<file path="config.mk">
export PLATFORM = sky130hd
export DESIGN_NAME = interval_timer_channel_top
export DESIGN_NICKNAME = d
export VERILOG_FILES = /design/src/sv/itc_pkg.sv /design/src/sv/itc_in_stage.sv /design/src/sv/itc_core.sv /design/src/sv/itc_out_stage.sv /design/src/sv/interval_timer_channel_top.sv
export VERILOG_INCLUDE_DIRS = /design/src /design/src/sv
export SDC_FILE = /design/constraint.sdc
export NUM_CORES = 1
export LEC_CHECK = 0
export BUFFER_PORTS_ARGS = -buffer_cell sky130_fd_sc_hd__buf_2
export CELL_PAD_IN_SITES_DETAIL_PLACEMENT = 1
export CELL_PAD_IN_SITES_GLOBAL_PLACEMENT = 1
export CORE_UTILIZATION = 25
export CTS_BUF_LIST = sky130_fd_sc_hd__clkbuf_4 sky130_fd_sc_hd__clkbuf_8
export CTS_CLUSTER_DIAMETER = 120
export DETAILED_ROUTE_END_ITERATION = 6
export GPL_TIMING_DRIVEN = 0
export PLACE_DENSITY = 0.58
export SLEW_MARGIN = 20
export SYNTH_ARGS = -nofsm -noshare
export SYNTH_HDL_FRONTEND = slang
export SYNTH_SLANG_ARGS = --single-unit
</file>
<file path="constraint.sdc">
create_clock -name clk -period 2.1 [get_ports clk]
set_input_delay 0.42 -clock clk [delete_from_list [all_inputs] [get_ports clk]]
set_output_delay 0.42 -clock clk [all_outputs]
set_load 0.01 [all_outputs]
</file>
<file path="src/sv/assert_macros.svh">
// assertion macros used by the interval timer channel core
// each macro expects signals named clk and rst in the enclosing module
`ifndef ASSERT_MACROS_SVH
`define ASSERT_MACROS_SVH

// property that must hold in the same cycle
`define ITC_ASSERT_NOW(lbl, ante, cons, msg) \
  lbl: assert property (@(posedge clk) disable iff (rst) (ante) |-> (cons)) \
    else $error(msg);

// property whose consequence is checked in the next cycle
`define ITC_ASSERT_NEXT(lbl, ante, cons, msg) \
  lbl: assert property (@(posedge clk) disable iff (rst) (ante) |=> (cons)) \
    else $error(msg);

`endif

</file>
<file path="src/sv/itc_pkg.sv">
// types and codes for the interval timer channel
// no dependencies
package itc_pkg;

  // item function codes
  localparam logic [1:0] FUNC_TICK  = 2'd0;
  localparam logic [1:0] FUNC_WRITE = 2'd1;
  localparam logic [1:0] FUNC_READ  = 2'd2;

  // port addresses
  localparam logic [1:0] PORT_DATA = 2'd0;
  localparam logic [1:0] PORT_MODE = 2'd3;

  // channel select field of a mode word for this channel
  localparam logic [1:0] SEL_CH0 = 2'd0;

  // operating mode after reset: rate generator
  localparam logic [2:0] OPMODE_RATE = 3'd2;

  // access modes
  typedef enum logic [1:0] {
    ACC_LATCH = 2'd0,
    ACC_LOW   = 2'd1,
    ACC_HIGH  = 2'd2,
    ACC_BOTH  = 2'd3
  } acc_t;

  // one input item
  typedef struct packed {
    logic [1:0] func;
    logic [1:0] port;
    logic [7:0] write_data;
  } item_t;

  // one result item
  typedef struct packed {
    logic [7:0] read_data;
    logic       terminal_pulse;
  } result_t;

endpackage

</file>
<file path="src/sv/itc_in_stage.sv">
// input register of the interval timer channel
// depends on itc_pkg
module itc_in_stage (
  input  logic          clk,
  input  logic          rst,
  input  logic          in_valid,
  output logic          in_ready,
  input  itc_pkg::item_t in_item,
  output logic          held_valid,
  output itc_pkg::item_t held_item,
  input  logic          advance
);

  itc_pkg::item_t item;
  logic           valid;

  // take a new transaction when empty or when the held one moves on
  assign in_ready   = !valid || advance;
  assign held_valid = valid;
  assign held_item  = item;

  // valid flag
  always_ff @(posedge clk) begin
    if (rst) begin
      valid <= 1'b0;
    end else if (in_ready) begin
      valid <= in_valid;
    end
  end

  // payload
  always_ff @(posedge clk) begin
    if (in_valid && in_ready) begin
      item <= in_item;
    end
  end

endmodule

</file>
<file path="src/sv/itc_core.sv">
// counter channel state and single-pass step logic
// depends on itc_pkg and assert_macros.svh
`include "assert_macros.svh"

module itc_core (
  input  logic             clk,
  input  logic             rst,
  input  logic             en,
  input  itc_pkg::item_t   item,
  output itc_pkg::result_t result
);

  logic [15:0]        current_count, current_count_next;
  logic [15:0]        reload_value, reload_value_next;
  itc_pkg::acc_t      access_mode, access_mode_next;
  logic [2:0]         operating_mode, operating_mode_next;
  logic               write_high, write_high_next;
  logic               read_high, read_high_next;
  logic [7:0]         pending_low_byte, pending_low_byte_next;
  logic [15:0]        latched_count, latched_count_next;
  logic               latch_valid, latch_valid_next;
  logic               counting, counting_next;
  logic               commit;
  logic [15:0]        commit_value;
  logic [15:0]        read_value;

  // next state and result for the current transaction
  always_comb begin
    current_count_next    = current_count;
    reload_value_next     = reload_value;
    access_mode_next      = access_mode;
    operating_mode_next   = operating_mode;
    write_high_next       = write_high;
    read_high_next        = read_high;
    pending_low_byte_next = pending_low_byte;
    latched_count_next    = latched_count;
    latch_valid_next      = latch_valid;
    counting_next         = counting;
    commit                = 1'b0;
    commit_value          = 16'h0000;
    result                = '0;
    read_value            = latch_valid ? latched_count : current_count;
    if (en) begin
      unique case (item.func)
        itc_pkg::FUNC_TICK: begin
          // down-count, reload and pulse at terminal count
          if (counting) begin
            if (current_count == 16'd1) begin
              current_count_next    = reload_value;
              result.terminal_pulse = 1'b1;
            end else begin
              current_count_next = current_count - 16'd1;
            end
          end
        end
        itc_pkg::FUNC_WRITE: begin
          if (item.port == itc_pkg::PORT_MODE) begin
            // mode word: latch command or new access and operating mode
            if (item.write_data[7:6] == itc_pkg::SEL_CH0) begin
              if (itc_pkg::acc_t'(item.write_data[5:4]) == itc_pkg::ACC_LATCH) begin
                if (!latch_valid) begin
                  latched_count_next = current_count;
                  latch_valid_next   = 1'b1;
                end
              end else begin
                access_mode_next    = itc_pkg::acc_t'(item.write_data[5:4]);
                operating_mode_next = item.write_data[3:1];
                counting_next       = 1'b0;
                write_high_next     = 1'b0;
                read_high_next      = 1'b0;
                latch_valid_next    = 1'b0;
              end
            end
          end else if (item.port == itc_pkg::PORT_DATA) begin
            // count write
            unique case (access_mode)
              itc_pkg::ACC_LOW: begin
                commit       = 1'b1;
                commit_value = {8'h00, item.write_data};
              end
              itc_pkg::ACC_HIGH: begin
                commit       = 1'b1;
                commit_value = {item.write_data, 8'h00};
              end
              default: begin
                if (!write_high) begin
                  pending_low_byte_next = item.write_data;
                  write_high_next       = 1'b1;
                end else begin
                  write_high_next = 1'b0;
                  commit          = 1'b1;
                  commit_value    = {item.write_data, pending_low_byte};
                end
              end
            endcase
          end
        end
        itc_pkg::FUNC_READ: begin
          // counter read, latched value first
          if (item.port == itc_pkg::PORT_DATA) begin
            unique case (access_mode)
              itc_pkg::ACC_LOW: begin
                result.read_data = read_value[7:0];
                latch_valid_next = 1'b0;
              end
              itc_pkg::ACC_HIGH: begin
                result.read_data = read_value[15:8];
                latch_valid_next = 1'b0;
              end
              default: begin
                if (!read_high) begin
                  result.read_data = read_value[7:0];
                  read_high_next   = 1'b1;
                end else begin
                  result.read_data = read_value[15:8];
                  read_high_next   = 1'b0;
                  latch_valid_next = 1'b0;
                end
              end
            endcase
          end
        end
        default: begin
        end
      endcase
      // complete count write starts a stopped counter
      if (commit) begin
        reload_value_next = commit_value;
        if (!counting) begin
          current_count_next = commit_value;
          counting_next      = 1'b1;
        end
      end
    end
  end

  // state registers
  always_ff @(posedge clk) begin
    if (rst) begin
      current_count    <= 16'h0000;
      reload_value     <= 16'h0000;
      access_mode      <= itc_pkg::ACC_BOTH;
      operating_mode   <= itc_pkg::OPMODE_RATE;
      write_high       <= 1'b0;
      read_high        <= 1'b0;
      pending_low_byte <= 8'h00;
      latched_count    <= 16'h0000;
      latch_valid      <= 1'b0;
      counting         <= 1'b0;
    end else begin
      current_count    <= current_count_next;
      reload_value     <= reload_value_next;
      access_mode      <= access_mode_next;
      operating_mode   <= operating_mode_next;
      write_high       <= write_high_next;
      read_high        <= read_high_next;
      pending_low_byte <= pending_low_byte_next;
      latched_count    <= latched_count_next;
      latch_valid      <= latch_valid_next;
      counting         <= counting_next;
    end
  end

  // checks
  `ITC_ASSERT_NOW(a_pulse_at_one, result.terminal_pulse,
    counting && current_count == 16'd1 && en && item.func == itc_pkg::FUNC_TICK,
    "terminal pulse without terminal count")
  `ITC_ASSERT_NOW(a_read_only_data, result.read_data != 8'h00,
    en && item.func == itc_pkg::FUNC_READ && item.port == itc_pkg::PORT_DATA,
    "read data outside a counter read")
  `ITC_ASSERT_NEXT(a_stop_by_mode, counting && !counting_next,
    $past(en && item.func == itc_pkg::FUNC_WRITE && item.port == itc_pkg::PORT_MODE),
    "counter stopped without a mode write")

endmodule

</file>
<file path="src/sv/itc_out_stage.sv">
// result register of the interval timer channel
// depends on itc_pkg
module itc_out_stage (
  input  logic             clk,
  input  logic             rst,
  input  logic             load,
  output logic             can_load,
  input  itc_pkg::result_t load_result,
  output logic             out_valid,
  input  logic             out_ready,
  output itc_pkg::result_t out_result
);

  logic             valid;
  itc_pkg::result_t result;

  // free when empty or when the held result is taken this cycle
  assign can_load   = !valid || out_ready;
  assign out_valid  = valid;
  assign out_result = result;

  // valid flag
  always_ff @(posedge clk) begin
    if (rst) begin
      valid <= 1'b0;
    end else if (can_load) begin
      valid <= load;
    end
  end

  // payload
  always_ff @(posedge clk) begin
    if (load && can_load) begin
      result <= load_result;
    end
  end

endmodule

</file>
<file path="src/sv/interval_timer_channel_top.sv">
// top level of the interval timer channel, built from itc_in_stage, itc_core and itc_out_stage
// an accepted input transaction is held in the input register; its result is registered in the result register
// throughput: one transaction per cycle, limited only by the result port taking results
// the step logic between the input register and the result register is one pass
// reset (rst, synchronous): count and reload zero, access low then high, mode two,
// counter stopped, no latch pending, both stream stages empty
module interval_timer_channel_top (
  input  logic       clk,
  input  logic       rst,
  input  logic       s_tvalid,
  output logic       s_tready,
  input  logic [7:0] s_tdata,   // [7:0] write_data
  input  logic [3:0] s_tuser,   // [1:0] func, [3:2] port
  output logic       m_tvalid,
  input  logic       m_tready,
  output logic [7:0] m_tdata,   // [7:0] read_data
  output logic       m_tuser    // [0] terminal_pulse
);

  itc_pkg::item_t   in_item;
  itc_pkg::item_t   held_item;
  itc_pkg::result_t step_result;
  itc_pkg::result_t out_result;
  logic             held_valid;
  logic             out_free;
  logic             advance;

  // unpack the input transaction
  assign in_item.func       = s_tuser[1:0];
  assign in_item.port       = s_tuser[3:2];
  assign in_item.write_data = s_tdata;

  // the held item is processed when the result register can take it
  assign advance = held_valid && out_free;

  itc_in_stage u_in (
    .clk        (clk),
    .rst        (rst),
    .in_valid   (s_tvalid),
    .in_ready   (s_tready),
    .in_item    (in_item),
    .held_valid (held_valid),
    .held_item  (held_item),
    .advance    (advance)
  );

  itc_core u_core (
    .clk    (clk),
    .rst    (rst),
    .en     (advance),
    .item   (held_item),
    .result (step_result)
  );

  itc_out_stage u_out (
    .clk         (clk),
    .rst         (rst),
    .load        (advance),
    .can_load    (out_free),
    .load_result (step_result),
    .out_valid   (m_tvalid),
    .out_ready   (m_tready),
    .out_result  (out_result)
  );

  // pack the result transaction
  assign m_tdata = out_result.read_data;
  assign m_tuser = out_result.terminal_pulse;

endmodule
</file>
# After elaboration in Yosys (flattened, before gate mapping)
# Index checks and enable logic that the tools add are counted.
totals:
  register_bits: 85
  latchBits: 0
  mem_bits_rw: 0
  rom_bits: 0
  input_bits: 16
  output_inout_bits: 11
  n_memories: 0
op_classes:
  add_sub_neg: 1
  n_mul: 0
  n_div: 0
  order_cmp: 0
  eq_ne: 15
  shift: 0
  mux: 44
  bitwise_logic: 4
  reduce_logical: 23
ops:
  columns: ["cell", "n"]
  rows:
  - ["two-way mux 16 bit", 10]
  - ["case mux 16 bit (2 select lines)", 1]
  - ["two-way mux 1 bit", 29]
  - ["AND reduction 6 bit", 3]
  - ["equality test 16 x 1 -> 1 bit, second input constant", 1]
  - ["case mux 8 bit (2 select lines)", 1]
  - ["subtractor 16 x 1 -> 16 bit, second input constant", 1]
  - ["AND reduction 5 bit", 2]
  - ["zero test 2 bit", 4]
  - ["two-way mux 8 bit", 1]
  - ["inequality test 2 x 1 -> 1 bit, second input constant", 4]
  - ["inequality test 2 bit, second input constant", 4]
  - ["AND reduction 7 bit", 1]
  - ["equality test 2 bit, second input constant", 3]
  - ["AND reduction 3 bit", 2]
  - ["equality test 2 x 1 -> 1 bit, second input constant", 2]
  - ["inverter 1 bit", 4]
  - ["case mux 1 bit (2 select lines)", 2]
  - ["nonzero test 2 bit", 2]
  - ["logical AND 1 bit", 3]
  - ["inequality test 3 x 2 -> 1 bit, second input constant", 1]
  - ["zero test 1 bit", 2]
  - ["logical OR 1 bit", 2]
  - ["AND reduction 2 bit", 1]
  - ["OR reduction 2 bit", 1]

# Depth between registers and ports, before layout
logic_depth:
  word_depth: 8
  mapped_depth: 9

# Hierarchy
# Synthesis repeated with hierarchy kept, for this count alone.
unflattened:
  cells_unflattened: 478
  area_unflattened_um2: 4299.1
by_module_without_submodules:
  columns: ["module", "n_inst", "cells_per_inst", "area_each_um2"]
  rows:
  - ["itc_core", 1, 446, 3552.2]
  - ["itc_in_stage", 1, 17, 415.4]
  - ["itc_out_stage", 1, 14, 325.3]
  - ["interval_timer_channel_top", 1, 1, 6.3]

# Worst setup path before layout
# No wires, ideal clock.
synth_timing:
  path_type: "reg2reg"
  from: "register u_core.access_mode[0]"
  to: "register u_core.reload_value[10]"
  t_arrival_ps: 1847
  slack_ps: 126
  path_stages_with_launch: 9
  path_buffers: 2
  period_less_slack_ps: 1974
  cell_sequence: "dfxtp_1 > inv_1 > ha_1 > nor2b_1 > or4_1 > clkbuf_1 > clkbuf_1 > a21oi_1 > nor2_1"
synth_between:
  elab_chain_cells: 8
  elab_cells_between_ends: 13
  cone_classes: "2 x eq/ne; 9 x mux; 2 x reduce/logical"
synth_rtl:
  columns: ["item", "line_no", "source"]
  rows:
  - ["start: declaration", "itc_core.sv:15", "itc_pkg::acc_t access_mode, access_mode_next;"]
  - ["start signal: assignment", "itc_core.sv:142", "access_mode <= itc_pkg::ACC_BOTH;"]
  - ["start signal: assignment", "itc_core.sv:153", "access_mode <= access_mode_next;"]
  - ["equality test 2 x 1 -> 1 bit or equality test 2 bit (tied branches)", "itc_core.sv:76", "unique case (access_mode)"]
  - ["OR reduction 2 bit (no source line)", null, null]
  - ["two-way mux 1 bit", "itc_core.sv:76", null]
  - ["two-way mux 1 bit", "itc_core.sv:74", "end else if (item.port == itc_pkg::PORT_DATA) begin"]
  - ["two-way mux 1 bit", "itc_core.sv:57", "if (item.port == itc_pkg::PORT_MODE) begin"]
  - ["two-way mux 1 bit", "itc_core.sv:44", "unique case (item.func)"]
  - ["two-way mux 1 bit", "itc_core.sv:43", "if (en) begin"]
  - ["AND reduction 2 bit (no source line)", null, null]
  - ["end signal: assignment", "itc_core.sv:152", "reload_value <= reload_value_next;"]
  - ["end: declaration", "itc_core.sv:14", "logic [15:0] reload_value, reload_value_next;"]
# Several ways; a longest one is shown, not always the timed one. The select of a mux whose other input is x is not followed.
# A chain may end at the register's enable or synchronous reset.

# Final worst setup path
layout_timing:
  from: "register u_in.held_item[9] (netlist name)"
  to: "register u_core.current_count[6]"
layout_between:
  elab_chain_cells: 6
  elab_cells_between_ends: 11
  cone_classes: "1 x eq/ne; 9 x mux; 1 x reduce/logical"
layout_rtl:
  columns: ["item", "line_no", "source"]
  rows:
  - ["zero test 2 bit", "itc_core.sv:74", null]
  - ["two-way mux 16 bit or two-way mux 1 bit (tied branches)", "itc_core.sv:74", null]
  - ["two-way mux 16 bit or two-way mux 1 bit (tied branches)", "itc_core.sv:57", null]
  - ["two-way mux 16 bit or two-way mux 1 bit (tied branches)", "itc_core.sv:44", null]
  - ["two-way mux 16 bit or two-way mux 1 bit (tied branches)", "itc_core.sv:129, itc_core.sv:43", null]
  - ["two-way mux 16 bit *", "itc_core.sv:127", "if (commit) begin"]
  - ["end signal: assignment", "itc_core.sv:151", "current_count <= current_count_next;"]
  - ["end: declaration", "itc_core.sv:13", "logic [15:0] current_count, current_count_next;"]
# Mark *: on every way between the ends. The rest lies on a longest branch, timed or not. The select of a mux whose other input is x is not followed.

==> flow_summary.json <==
{
  "outcome": "finished clean",
  "grt_pass1_wl_um": 24100,
  "synth_commonest_cells": "nor2_1 (92), dfxtp_1 (64), a21oi_1 (49)",
  "cts.sinks": 85,
  "yosys_warnings": 0,
  "fp.dieH_um": 136,
  "fin_setup_tns_ns": 0,
  "ant_nets": 0,
  "clockBufferDepth": 2,
  "vias": 4193,
  "fin_area_um2": 5560,
  "ys_seq_area_share_pct": 42.8,
  "num-fill-cells": 2014,
  "nets": 598,
  "dp_hpwl_um": 11400,
  "ys_top_cells_by_area": "dfxtp_1 (29%), edfxtp_1 (14%), nor2_1 (7.7%)",
  "post-route-period-util_pct": 97.6,
  "power_frac_clock_pct": 41.0,
  "grt_usage_pct": 17.5,
  "clk_pin_slew_worst_paths_ns": 0.10,
  "cts_buffers": 9,
  "ff2ff_setup_slack_ns": 0.05,
  "finalPower_w": 0.00332,
  "hold_viol": 0,
  "synth_area_per_cell_um2": 8.56,
  "diodes": 0,
  "wl_per_cell_um": 19.4,
  "crit_required_ns": 2.40,
  "overflow": 0,
  "worstSetupStartpointType": "flop",
  "slew_headroom_pct": 52.1,
  "switching_share_pct": 25.3,
  "synthCells": 522,
  "maxSlewViolCount": 0,
  "cap_violations": 0,
  "postPlaceCellArea_um2": 4880,
  "synth.most_common_cell": "nor2_1",
  "path_common_cell": "buf_4",
  "p_leak_nw": 2.18,
  "io_pins": 27,
  "synth_ff_type": "dfxtp_1",
  "cp_max_fo": 5,
  "worst_path_max_delay_cell": "edfxtp_1",
  "cts_tree": "yes",
  "area_delta_synth_final_pct": 24.4,
  "routabilityCongestion": 0.811,
  "postSynth.asyncResetShare_pct": 0,
  "synth_top_area_share_pct": 28.7,
  "via_per_inst": 5.22,
  "power_frac_comb_pct": 7.0,
  "finalClockSkew_ns": 0.0157,
  "grt_antenna_before_repair": 0,
  "fin_crit_ns": 2.05,
  "synthesis.area_um2": 4470,
  "ys_ff_latch": 85,
  "timing.fmax_mhz": 488,
  "utilization_pct": 32.0,
  "wl_um": 15600,
  "path_cells": "ha_2, nand3b_1, or3_4, buf_4, buf_4, and3_1, a311oi_1",
  "ir_drop_mv": 0.349,
  "holdBufCountCts": 0,
  "setup_viol": 0,
  "first_iter_violations": 260,
  "grt_start_max_net_pins": 19,
  "slowest_delay_ns": 0.41,
  "hold_ws_ns": 0.196,
  "crit_buf_inv": 2,
  "min_path_type": "primary input to flop",
  "htreeDepth": 3,
  "rsz0062_at_grt": "yes",
  "initial_utilization_pct": 25.8,
  "powerDensity_nw_per_um2": 598,
  "grt_pass1_vias": 4263,
  "cp-end-kind": "flop",
  "synth_edf_count": 21,
  "dieArea_um2": 18400,
  "pwr-share-seq_pct": 52.0,
  "die_w_um": 136,
  "synth_fp_nets": 547,
  "synth_area_leader_cell": "dfxtp_1",
  "p_sw_w": 0.000840,
  "tightest_slew_ns": 0.719,
  "internal_power_w": 0.00248,
  "cp_top_family": "simple AND/OR/NAND/NOR gates",
  "clock_latency_ns": 0.39,
  "io_buffers": 26,
  "drtPass1Iterations": 4,
  "fp-row-count": 48,
  "synthDistinctLibCells": 58,
  "drive_gt1_share_pct": 25.1,
  "coreArea_um2": 17400,
  "critPathArrivalTime_ns": 2.35,
  "path_class": "flop to flop",
  "drc": 0,
  "root_buffer": "clkbuf_8"
}
-- metrics by stage --
stage          worst slack (ns)  instances
3_3_place_gp             -0.577        773
5_1_grt                 -0.0503        803
2_1_floorplan             0.126        522
3_5_place_dp             -0.661        773
4_1_cts                 0.00214        789
6_report                 0.0500        803
-- what timing repair did --
item                                    4_1_cts  5_1_grt
gates resized for setup                      37       56
endpoints found under the setup margin       64       58
setup buffers                                 4       13
pin swaps                                     6       13
cloned                                        0        1
-- worst reg2reg max path: cells and delay by family (launching register included) --
family	cells	cell delay (ns)
compound gates	1	0.26
fa+ha+maj	1	0.23
buf+inv	2	0.29
flops	1	0.41
simple gates	3	0.78
-- layout make-up --
| type | instances | area (um^2) | area share [%] |
|---|---|---|---|
| multi-input combinational | 375 | 2550 | 45.8 |
| sequential | 85 | 1920 | 34.5 |
| timing repair buffer | 44 | 283 | 5.09 |
| tap | 225 | 282 | 5.06 |
| buffer | 36 | 225 | 4.05 |
| clock buffer | 10 | 138 | 2.48 |
| clock inverter | 6 | 85.1 | 1.53 |
| inverter | 22 | 82.6 | 1.49 |
-- sequential cells by signal (all words and copies together), names as in the netlist --
signal	cells
u_core.latch_valid	1
u_core.counting	1
u_core.write_high	1
u_core.latched_count	16
u_core.read_high	1
u_core.access_mode	2
u_core.current_count	16
u_out.out_valid	1
u_in.held_item	12
u_core.pending_low_byte	8
u_out.out_result	9
u_core.reload_value	16
u_in.held_valid	1
-- cells in the final DEF (no fill, tap or decap), types with 3 or more instances in the layout --
cell type | Yosys | layout
nor2_1 | 92 | 90
dfxtp_1 | 64 | 60
a21oi_1 | 49 | 48
buf_2 | 13 | 36
nand2_1 | 30 | 28
mux2i_1 | 26 | 26
inv_1 | 22 | 21
edfxtp_1 | 21 | 21
a211oi_1 | 18 | 17
buf_4 | 1 | 16
o21ai_0 | 14 | 13
clkbuf_1 | 19 | 11
nor3_1 | 15 | 10
clkbuf_8 | 0 | 10
buf_6 | 1 | 9
a221oi_1 | 9 | 9
or3_1 | 9 | 8
a31oi_1 | 8 | 8
mux2_2 | 7 | 7
nand4_1 | 6 | 6
nor4_1 | 9 | 6
nand3_1 | 10 | 6
nor3_2 | 2 | 5
nand3_2 | 0 | 4
clkbuf_2 | 0 | 3
and3b_1 | 3 | 3
a311oi_1 | 3 | 3
and3_1 | 3 | 3
a211o_1 | 4 | 3
ha_4 | 0 | 3
ha_1 | 9 | 3
ha_2 | 0 | 3
dfxtp_2 | 0 | 3
-- metal layers --
| metal | track usage [%] | routed length, um | up-vias |
|---|---|---|---|
| met2 | 29.4 | 7700 | 92 |
| li1 | - | - | 2000 |
| met1 | 21.9 | 7100 | 2081 |
| met3 | 4.04 | 561 | 20 |
| met5 | 0 | 0 | - |
| met4 | 5.43 | 227 | 0 |
-- final timing paths --
path,startpoint,to,cells after the start
min,s_tuser[1],u_in.held_item[11],1
min reg2reg,u_core.reload_value[3],u_core.reload_value[3],2
max reg2reg,u_in.held_item[9],u_core.current_count[6],7
max,u_in.held_item[9],u_core.current_count[6],7
-- power groups by stage --
stage | Combinational [W] | Clock [W] | Sequential, W
after floorplan | 0.000125 | 0 | 0.00176
after global placement | 0.000204 | 0 | 0.00176
after detailed placement | 0.000208 | 0 | 0.00176
after CTS | 0.000215 | 0.00140 | 0.00173
after global routing | 0.000252 | 0.00145 | 0.00173
final | 0.000233 | 0.00136 | 0.00173
-- cell families (layout without fill, tap and decap cells) --
group / Yosys count / after routing / share of synthesized area (%)
flip-flops: 85 / 85 / 42.8
XOR/XNOR: 1 / 1 / 0.196
buffers and inverters: 62 / 118 / 5.82
adder cells (fa/ha/maj): 9 / 9 / 2.52
AO/OA/AOI/OAI: 130 / 130 / 19.2
multiplexers: 33 / 33 / 7.58
AND/OR/NAND/NOR: 202 / 202 / 21.9
Note: power is estimated with default switching activity, not from simulation.
